**src/hw/rtl/hcbp_ram.sv**
```systemverilog
// Generic single-port-write, single-port-read RAM with registered read data.
`default_nettype none

module hcbp_ram #(
   parameter int WIDTH = 8,
   parameter int DEPTH = 16
) (
   input  wire logic                     clock,
   input  wire logic                     we,
   input  wire logic [$clog2(DEPTH)-1:0] waddr,
   input  wire logic [WIDTH-1:0]         wdata,
   input  wire logic                     re,
   input  wire logic [$clog2(DEPTH)-1:0] raddr,
   output      logic [WIDTH-1:0]         rdata
);

   logic [WIDTH-1:0] mem [DEPTH];

   always_ff @(posedge clock) begin
      if (we) begin
         mem[waddr] <= wdata;
      end
      if (re) begin
         rdata <= mem[raddr];
      end
   end

endmodule

`default_nettype wire

```
**config.mk**
```make
export PLATFORM = sky130hd
export DESIGN_NAME = hcbp_ram
export DESIGN_NICKNAME = d
export VERILOG_FILES = /design/src/hw/rtl/hcbp_ram.sv
export SDC_FILE = /design/constraint.sdc
export NUM_CORES = 1
export LEC_CHECK = 0
export ABC_AREA = 1
export BUFFER_PORTS_ARGS = -buffer_cell sky130_fd_sc_hd__buf_4
export CAP_MARGIN = 20
export CORE_ASPECT_RATIO = 0.8
export CORE_UTILIZATION = 52
export CTS_CLUSTER_SIZE = 25
export DETAILED_ROUTE_END_ITERATION = 10
export HOLD_SLACK_MARGIN = 0.02
export PLACE_DENSITY = 0.69
export SLEW_MARGIN = 20
export SYNTH_ARGS = -nofsm -noshare
export SYNTH_HDL_FRONTEND = slang
export SYNTH_SLANG_ARGS = --single-unit
```
**constraint.sdc**
```tcl
create_clock -name clock -period 1.4 [get_ports clock]
set_input_delay 0.07 -clock clock [delete_from_list [all_inputs] [get_ports clock]]
set_output_delay 0.07 -clock clock [all_outputs]
set_load 0.05 [all_outputs]
```
; ---- Yosys cells after proc, flatten, opt, wreduce, memory -nomap -nowiden
; Memory sizes are Yosys's and may differ from the RTL's. A register that Yosys moved wholly into a read port is not among the register bits.
; Cells that the tools add are included.
[classes]
add_sub_neg = 0
shift = 0
div = 0
n_mux = 2
n_reduce_logical = 0
bitwise_logic = 0
n_mul = 0
eq_ne = 0
n_lt_le_gt_ge = 0
[op_table]
columns = operator, n
row1 = 2-to-1 mux 1 bit, 2
[word_totals]
out_inout_bits = 8
ff_bits = 0
memories = 1
latch_bits = 0
inputBits = 19
ramBits = 128
mem_bits_ro = 0
[memory_table]
columns = name, words, word_bits, rd, rd_clocked_by_memory_dff, wr, line_no
row1 = mem, 16, 8, 1, 1, 1, 17  ; logic [WIDTH-1:0] mem [DEPTH];

; ---- Logic depth before layout (Yosys ltp)
; Gate-level depths: netlist (run 1).
[logic_depth]
depth_word = 2
depth_mapped = 8
depth_no_buf = 7

; ---- Least setup slack after synthesis (run 1)
; No wires, ideal clock.
[synth_timing]
path_type = in2reg
start = input waddr[2]
end = memory mem[10][0], enable pin
slack_ps = 379
arrival_time_ps = 651
t_required_ps = 1030
setup_time_ps = 370
path_stages = 2
path_cell_list = nand3b_1 nor2_1
[synth_rtl]
columns = element, line_no
row1 = from (decl), 10  ; input wire logic [$clog2(DEPTH)-1:0] waddr,
row2 = to (decl), 17
; Straight into the memory's write port.

==> run_results.csv, run 1 <==
group,metric,value,unit
grt,grtUsageTotal,0.248,
clocking,clk_latency,0.42,ns
hold_path,hold_class,"in2reg",
power_and_ir_drop,peakVddDrop,1.22,mV
route,detail-route-antenna-nets,0,
sta,worstMarginPinSlew,0.640,ns
die,coreArea,10900,um2
die,io-pin-count,27,
route,via_count,4013,
worst_setup_path,startpoint_type,"register",
worst_setup_path,cp_max_fo,1,
yosys,syn_inst,551,
layout,final_layout_size_suffix_gt1_frac,0.128,
grt,antenna_found_initial,0,
grt,grt_pass1_wl,20.8,mm
sta,clock_skew,0.00593,ns
grt,grt_max_degree,33,
layout,final_nets,625,
grt,gr-total-overflow,0,
grt,gr-usage-met3,0.0755,
clocking,cts_max_level,4,
sta,setup_tns,0,ns
worst_setup_path,crit_arrival,1.34,ns
status,status,"finished clean",
worst_setup_path,rr_startpoint,"mem[13][2]",
clocking,numCtsBuffers,17,
sta,slew_violations,0,
route,drt_first_pass_iters,5,
sta,holdWs,0.0486,ns
clocking,cts.sinks,136,
worst_setup_path,timing_worst_setup_path_type,"reg2reg",
sta,rsz0062_at_grt,"false",
route,wirelength,13.2,mm
yosys,ys_ff_latch,136,
route,routedWlPerCell,17.3,um
clocking,clkTransAtPathRegs,0.05,ns
route,drc,0,
power_and_ir_drop,power_density,1390,nW/um2
sta,hold_viol,0,
layout,diodes,0,
die,die_w,121,um
placement,dp.cells,722,
route,drtIter0Drc,465,
yosys,synthesis.area,5850,um2
power_and_ir_drop,power.leakage,3.01,nW
die,die_h,96.8,um
worst_setup_path,crit_start,"mem[13][2]",
clocking,cts.path.max_buffers,2,
sta,max_freq,856,MHz
yosys,synth_cell_type_count,11,
clocking,ctsRootBufferMaster,"clkbuf_16",
worst_setup_path,worst_ep_required_time,1.57,ns
sta,min_period,1.17,ns
layout,mostFrequentLayoutCells,"nand2_1, edfxtp_1, inv_1, nand3_1, buf_4",
layout,instances_no_fill,763,
yosys,synth_area_per_cell,10.6,um2
layout,syn_to_final_growth,18.5,%
clocking,post-cts-setup-buffers,0,
sta,min_period_over_period,0.835,
sta,finalSetupViolCount,0,
placement,dp_hpwl,8.42,mm
layout,layout_commonest_cell,"nand2_1",
grt,grt.busiest_layer,"met1",
die,initial_core_util,0.537,
placement,place.gp.congestion,0.822,
placement,port_buffers,26,
die,rows,34,
worst_setup_path,cp-end-kind,"register",
clocking,cts_tree,"done",
run,max_cap_violations,0,
grt,use_met1,0.365,
die,die_area,11700,um2
yosys,synth_warnings,0,
hold_path,hp-start,"raddr[3]",
grt,grt_pass1_vias,3728,
route,via_per_inst,5.26,
grt,grtUsageMet2,0.354,
sta,timing.slew.headroom,0.573,
yosys,ys_seq_area_frac,0.698,
yosys,syn_nets,570,
==> state kept, by name, indices dropped and copies added (netlist names) <==
name	flops
rdata	8
mem	128
==> synth_stat cells <==
master	n	area share
nand2_1	173	0.11
inv_1	100	0.064
edfxtp_1	136	0.70
nand3b_1	2	0.0026
buf_6	6	0.012
nor2_1	17	0.011
buf_2	13	0.011
buf_1	1	0.00064
nand3_1	97	0.083
buf_4	4	0.0051
inv_2	2	0.0013
==> worst max-delay path, stage by stage, from the launching register on <==
cell and delay, ns:
edfxtp_1 0.36, nand2_1 0.08, nand2_1 0.06, nand2_1 0.05, nand3_1 0.15, nand3_1 0.16
nand2_1 0.06
==> metrics by stage <==
stage	power [W]	worst slack [ns]	util	area (um2)
after floorplan	0.00508	0.379	-	5850
after global placement	0.00534	0.108	0.576	6270
after detailed placement	0.00535	0.0375	0.576	6270
after CTS	0.00968	0.252	0.636	6930
after global routing	0.00992	0.203	0.636	6930
final	0.00964	0.232	0.636	6930
==> layer usage <==
metal,up-vias,share of wire
li1,1891,-
met1,1909,0.46
met2,192,0.45
met3,21,0.078
met4,0,0.015
met5,-,0
==> path summary, 6_finish.rpt <==
kind	to	slack, ns	cells after the start
setup / recovery	rdata[2]	0.23	6
hold / removal	rdata[7]	0.05	3
setup reg to reg	rdata[2]	0.23	6
hold reg to reg	rdata[2]	0.76	6
==> logic make-up (layout without fill, tap and decap cells) <==
kind of cell,count (synthesis),count (layout),share of synthesized area
simple gates,289,289,0.208
flops,136,136,0.698
buf+inv,126,194,0.0939
==> power by group <==
group | internal, W | switching, W
sequential | 0.00459 | 0.0000291
clock | 0.00276 | 0.00159
combinational | 0.000212 | 0.000457
==> timing repair <==
action,CTS,global route
gates resized for setup,0,0
hold endpoints to repair,126,0
hold buffers,9,0
==> final cells by class <==
type / instances / area (um2)
tap: 144 / 180
clock inverter: 11 / 130
inverter: 102 / 383
timing repair buffer: 60 / 498
clock buffer: 21 / 440
multi-input combinational: 289 / 1210
fill: 866 / 3960
sequential: 136 / 4080
(Power assumes the default switching activity.)
==> run 2: changes to the inputs <==
Settings changed: ABC_AREA 1 to 0, PLACE_DENSITY 0.69 to 0.72.
Clock period 1.4 ns to 1.05 ns, I/O delays scaled along.
==> run 2 against run 1 <==
Maximum frequency down 18%. The flow now finishes with violations (setup timing). Largest cell class unchanged. Hold slack better by 0.099 ns. Core utilization up 4.4 points. Non-clock buffer count up 7. Sequential share of layout area up 3.0 points. Register-to-register slack worse by 0.61 ns. Sequential cell count unchanged. Combinational power up 21%.
==> run_results.csv, run 2 <==
group,metric,value,unit
status,status,"finished, violations left",
status,violations,"setup timing",
layout,fill_cells,638,
placement,place.gp.congestion,0.741,
yosys,syn_nets,248,
clocking,cts.path.max_buffers,2,
sta,slew_violations,0,
placement,dp_hpwl,6.28,mm
sta,hold_viol,0,
yosys,synthArstFlopShare,0,
yosys,ys_ff_latch,136,
worst_setup_path,startpoint_type,"register",
power_and_ir_drop,finalPower,0.0130,W
yosys,ys_seq_area_frac,0.781,
clocking,numCtsBuffers,17,
route,routedWlPerCell,21.8,um
route,drt_first_pass_iters,4,
die,io-pin-count,27,
die,initial_core_util,0.540,
worst_setup_path,crit_arrival,1.58,ns
route,drtIter0Drc,269,
run,max_cap_violations,0,
layout,layout_commonest_cell,"edfxtp_1",
clocking,post-cts-setup-buffers,0,
layout,regMostFlops,"mem",
clocking,cts_tree,"done",
grt,antenna_found_initial,0,
yosys,synth_cell_type_count,18,
hold_path,hold_class,"in2reg",
yosys,synth.area.top_cells,"edfxtp_1, mux4_2, mux4_1, a22oi_1, nor2_1",
layout,largest_reg_flops,128,
clocking,clkTransAtPathRegs,0.06,ns
layout,mostFrequentLayoutCells,"edfxtp_1, buf_4, mux4_2, clkbuf_16, a22oi_1",
hold_path,hp-start,"waddr[1]",
grt,grt_pass1_wl,15.1,mm
route,via_count,2562,
die,rows,32,
layout,largestRegisters,"mem: 128 flops, rdata: 8 flops",
yosys,syn_inst,229,
die,die_h,91.7,um
worst_setup_path,rr_startpoint,"mem[3][4]",
sta,finalSetupViolCount,8,
yosys,synth_warnings,0,
clocking,cts_max_level,4,
die,die_area,10500,um2
yosys,synth_area_per_cell,22.8,um2
die,coreArea,9690,um2
placement,port_buffers,26,
layout,syn_to_final_growth,26.1,%
yosys,synth.most_common_cell,"edfxtp_1",
worst_setup_path,cp-end-kind,"register",
grt,grt_pass1_vias,2708,
sta,min_period,1.43,ns
sta,min_period_over_period,1.36,
route,drc,0,
yosys,synthesis.area,5230,um2
sta,worstMarginPinSlew,0.804,ns
grt,grt_max_degree,17,
layout,final_util,0.680,
sta,rsz0062_at_grt,"true",
clocking,cts.sinks,136,
route,wirelength,9.89,mm
power_and_ir_drop,peakVddDrop,1.02,mV
route,via_per_inst,5.66,
worst_setup_path,worst_ep_required_time,1.20,ns
clocking,ctsRootBufferMaster,"clkbuf_16",
sta,clock_skew,0.00849,ns
yosys,yosysTopAreaCell,"edfxtp_1",
sta,timing.slew.headroom,0.462,
yosys,synth_common_cells,"edfxtp_1, mux4_2, a22oi_1",
yosys,netlist.area_leader.share,0.781,
power_and_ir_drop,power.leakage,2.21,nW
worst_setup_path,cp_max_fo,1,
worst_setup_path,crit_start,"mem[3][4]",
yosys,synth_flop_cell,"edfxtp_1",
die,die_w,114,um
route,detail-route-antenna-nets,0,
yosys,synth-edff-count,136,
layout,final_layout_size_suffix_gt1_frac,0.413,
worst_setup_path,timing_worst_setup_path_type,"reg2reg",
sta,max_freq,699,MHz
power_and_ir_drop,power_density,1980,nW/um2
layout,final_nets,324,
layout,diodes,0,
grt,gr-total-overflow,0,
clocking,clk_latency,0.41,ns
sta,setup_slack,-0.382,ns
grt,grtUsageTotal,0.213,
==> run 2: kinds of logic (layout without fill, tap and decap cells) <==
logic type             after synthesis  count (layout)  share of synthesized area
buffers and inverters               10              98                     0.0165
muxes                               32              32                      0.148
AOI/OAI and AO/OA                   16              16                     0.0230
and+or+nand+nor                     35              35                     0.0314
DFF                                136             136                      0.781
==> run 2: final timing paths <==
kind                                   to  slack [ns]  depth (start not counted)
worst min-delay path            mem[8][4]        0.15                          3
worst max-delay path             rdata[4]       -0.38                          3
worst min register to register   rdata[2]        0.75                          3
worst max register to register   rdata[4]       -0.38                          3
==> run 2: metal layers <==
layer	track usage	share of wire	wire length, um	vias up
li1	-	-	-	1116
met1	0.292	0.44	4360	1336
met2	0.333	0.48	4730	98
met3	0.0575	0.069	685	12
met4	0.0779	0.012	119	0
met5	0	0	0	-
==> run 2: area by class of cell <==
| cell class | count | area, um2 | area share |
|---|---|---|---|
| clock buffers | 18 | 429 | 0.0651 |
| clock inverters | 13 | 180 | 0.0273 |
| multi-input cells | 83 | 1080 | 0.163 |
| flip-flops and latches | 136 | 4080 | 0.620 |
| well taps | 136 | 170 | 0.0258 |
| repair buffers | 67 | 652 | 0.0989 |
==> run 2: critical path: stages (launching register included) <==
cell and delay [ns]:
edfxtp_1 0.36, mux4_2 0.50, a22oi_2 0.20, nand2_1 0.11
==> run 2: per-stage QoR <==
stage          area (um2)  setup TNS [ns]  setup WS, ns  instances  hold WS, ns
2_1_floorplan        5260           -2.82        -0.216        229        0.151
3_3_place_gp         5850          -16.70        -0.438        413        0.357
3_5_place_dp         5850          -17.68        -0.450        413        0.357
4_1_cts              6580           -2.91        -0.384        453        0.134
5_1_grt              6590           -3.31        -0.441        453        0.154
6_report             6590           -2.86        -0.382        453        0.147
==> run 2: what timing repair did <==
item                                    CTS  global route
hold endpoints to repair                136             0
pin swaps                                 0             1
endpoints found under the setup margin   12            15
gates resized for setup                   7             4
hold buffers                              9             0
==> run 2: report_power, final <==
| group | total [W] | leakage, nW | internal, W | switching (W) |
|---|---|---|---|---|
| Sequential | 0.00616 | 1.24 | 0.00612 | 0.0000381 |
| Combinational | 0.000810 | 0.688 | 0.000370 | 0.000440 |
| Clock | 0.00607 | 0.281 | 0.00394 | 0.00214 |
==> run 3: changes to the inputs <==
--- a/config.mk
+++ b/config.mk
@@ -11,3 +11,3 @@
 export CORE_ASPECT_RATIO = 0.8
-export CORE_UTILIZATION = 52
+export CORE_UTILIZATION = 54
 export CTS_CLUSTER_SIZE = 25
@@ -15,3 +15,3 @@
 export HOLD_SLACK_MARGIN = 0.02
-export PLACE_DENSITY = 0.72
+export PLACE_DENSITY = 0.74
 export SLEW_MARGIN = 20
==> constraint.sdc (replaced) <==
create_clock -name clock -period 1.05 [get_ports clock]
set_input_delay 0.2625 -clock clock [delete_from_list [all_inputs] [get_ports clock]]
set_output_delay 0.2625 -clock clock [all_outputs]
set_load 0.05 [all_outputs]
==> run 3 against run 2 <==
The flow finishes with violations (DRC, setup timing). Global-route usage rose by 0.68 points. Routed wire length rose by 1.1%. Clock power fell by 9.9%. Cell count fell by 6.4%. Worst setup slack got worse by 0.026 ns. Maximum frequency fell by 1.8%. Sequential share of layout area fell by 0.58 points.
==> run_results.csv, run 3 (synthesis results as in run 2) <==
group,metric,value,unit
clocking,cts.path.max_buffers,2,
worst_setup_path,crit_arrival,1.61,ns
grt,grtUsageTotal,0.220,
worst_setup_path,cp-end-kind,"register",
sta,min_period,1.46,ns
placement,place.gp.congestion,0.725,
grt,gr-total-overflow,0,
sta,rsz0062_at_grt,"true",
sta,max_freq,686,MHz
sta,min_period_over_period,1.39,
sta,finalSetupViolCount,24,
route,drc,2,
clocking,cts.sinks,136,
run,max_cap_violations,0,
power_and_ir_drop,peakVddDrop,1.36,mV
grt,antenna_found_initial,0,
worst_setup_path,timing_worst_setup_path_type,"reg2reg",
layout,fill_cells,538,
sta,slew_violations,0,
layout,final_nets,315,
clocking,cts_tree,"done",
route,via_per_inst,5.87,
layout,largest_reg_flops,128,
clocking,clkTransAtPathRegs,0.06,ns
sta,hold_viol,0,
placement,dp_slack,-0.622,ns
route,drt_first_pass_iters,8,
route,drtIter0Drc,201,
die,coreArea,9230,um2
clocking,clk_latency,0.40,ns
die,die_h,90,um
route,detail-route-antenna-nets,0,
grt,grt_max_degree,21,
placement,port_buffers,26,
power_and_ir_drop,power_density,1880,nW/um2
die,io-pin-count,27,
status,violations,"DRC, setup timing",
layout,largestRegisters,"mem: 128 flops, rdata: 8 flops",
power_and_ir_drop,power.leakage,2.19,nW
die,die_area,10100,um2
route,via_count,2490,
hold_path,hold_class,"in2reg",
layout,final_util,0.721,
clocking,cts_max_level,4,
clocking,numCtsBuffers,17,
layout,final_layout_size_suffix_gt1_frac,0.450,
sta,setup_tns,-4.40,ns
sta,worstMarginPinSlew,0.857,ns
worst_setup_path,r2r_cells,3,
clocking,ctsRootBufferMaster,"clkbuf_16",
worst_setup_path,startpoint_type,"register",
hold_path,min_path_cells,1,
layout,syn_to_final_growth,27.3,%
die,rows,31,
die,initial_core_util,0.566,
power_and_ir_drop,finalPower,0.0125,W
clocking,cts_hold_buf,0,
placement,dp_hpwl,6.42,mm
grt,grt_pass1_vias,2617,
sta,timing.slew.headroom,0.427,
layout,mostFrequentLayoutCells,"edfxtp_1, mux4_2, buf_4, clkbuf_16, buf_12",
layout,diodes,0,
worst_setup_path,cp_max_fo,1,
sta,clock_skew,0.00823,ns
layout,regMostFlops,"mem",
route,routedWlPerCell,23.6,um
layout,layout_commonest_cell,"edfxtp_1",
sta,setup_slack,-0.408,ns
status,status,"finished, violations left",
worst_setup_path,worst_ep_required_time,1.20,ns
die,die_w,112,um
route,wirelength,10.0,mm
grt,grt_pass1_wl,15.4,mm
[run 3: worst paths after layout]
| path | to | slack [ns] | start |
|---|---|---|---|
| setup / recovery | rdata[4] | -0.41 | mem[11][4] |
| hold / removal | mem[6][5] | 0.17 | wdata[5] |
| setup reg to reg | rdata[4] | -0.41 | mem[11][4] |
| hold reg to reg | rdata[6] | 0.76 | mem[4][6] |
[run 3: report_power, final]
group	internal [W]	leakage (nW)	switching, W
registers	0.00612	1.24	0.0000440
clock network	0.00343	0.263	0.00204
logic	0.000384	0.694	0.000462
total	0.00994	2.19	0.00255
[run 3: critical path, stage by stage, from the launching register on]
cell and delay (ns):
edfxtp_1 0.41, mux4_2 0.52, a22oi_2 0.18, nand2_1 0.08
[run 3: layer usage]
metal	part of all wire	GRT usage
met1	0.44	0.307
met2	0.50	0.336
met3	0.046	0.0587
met4	0.013	0.0844
met5	0	0
[run 3: layout make-up]
class,instances,area [um2],share of cell area
clock inverters,12,109,0.0164
clock buffers,20,437,0.0656
repair buffers,58,693,0.104
multi-input cells,83,1190,0.178
flip-flops and latches,136,4080,0.614
well taps,115,144,0.0216
[run 3: timing repair]
| action | in CTS | in global routing |
|---|---|---|
| pin swaps | 6 | 3 |
| setup buffers | 1 | 0 |
| resized for setup | 16 | 3 |
| hold endpoints to repair | 0 | 0 |
| setup endpoints to repair | 50 | 40 |
[run 3: per-stage QoR]
| stage | hold WS (ns) | instance area (um2) | cells |
|---|---|---|---|
| final | 0.168 | 6650 | 424 |
| after global routing | 0.172 | 6650 | 424 |
| after floorplan | 0.361 | 5370 | 229 |
| after CTS | 0.163 | 6640 | 424 |
| after global placement | 0.570 | 6020 | 391 |
| after detailed placement | 0.581 | 6020 | 391 |
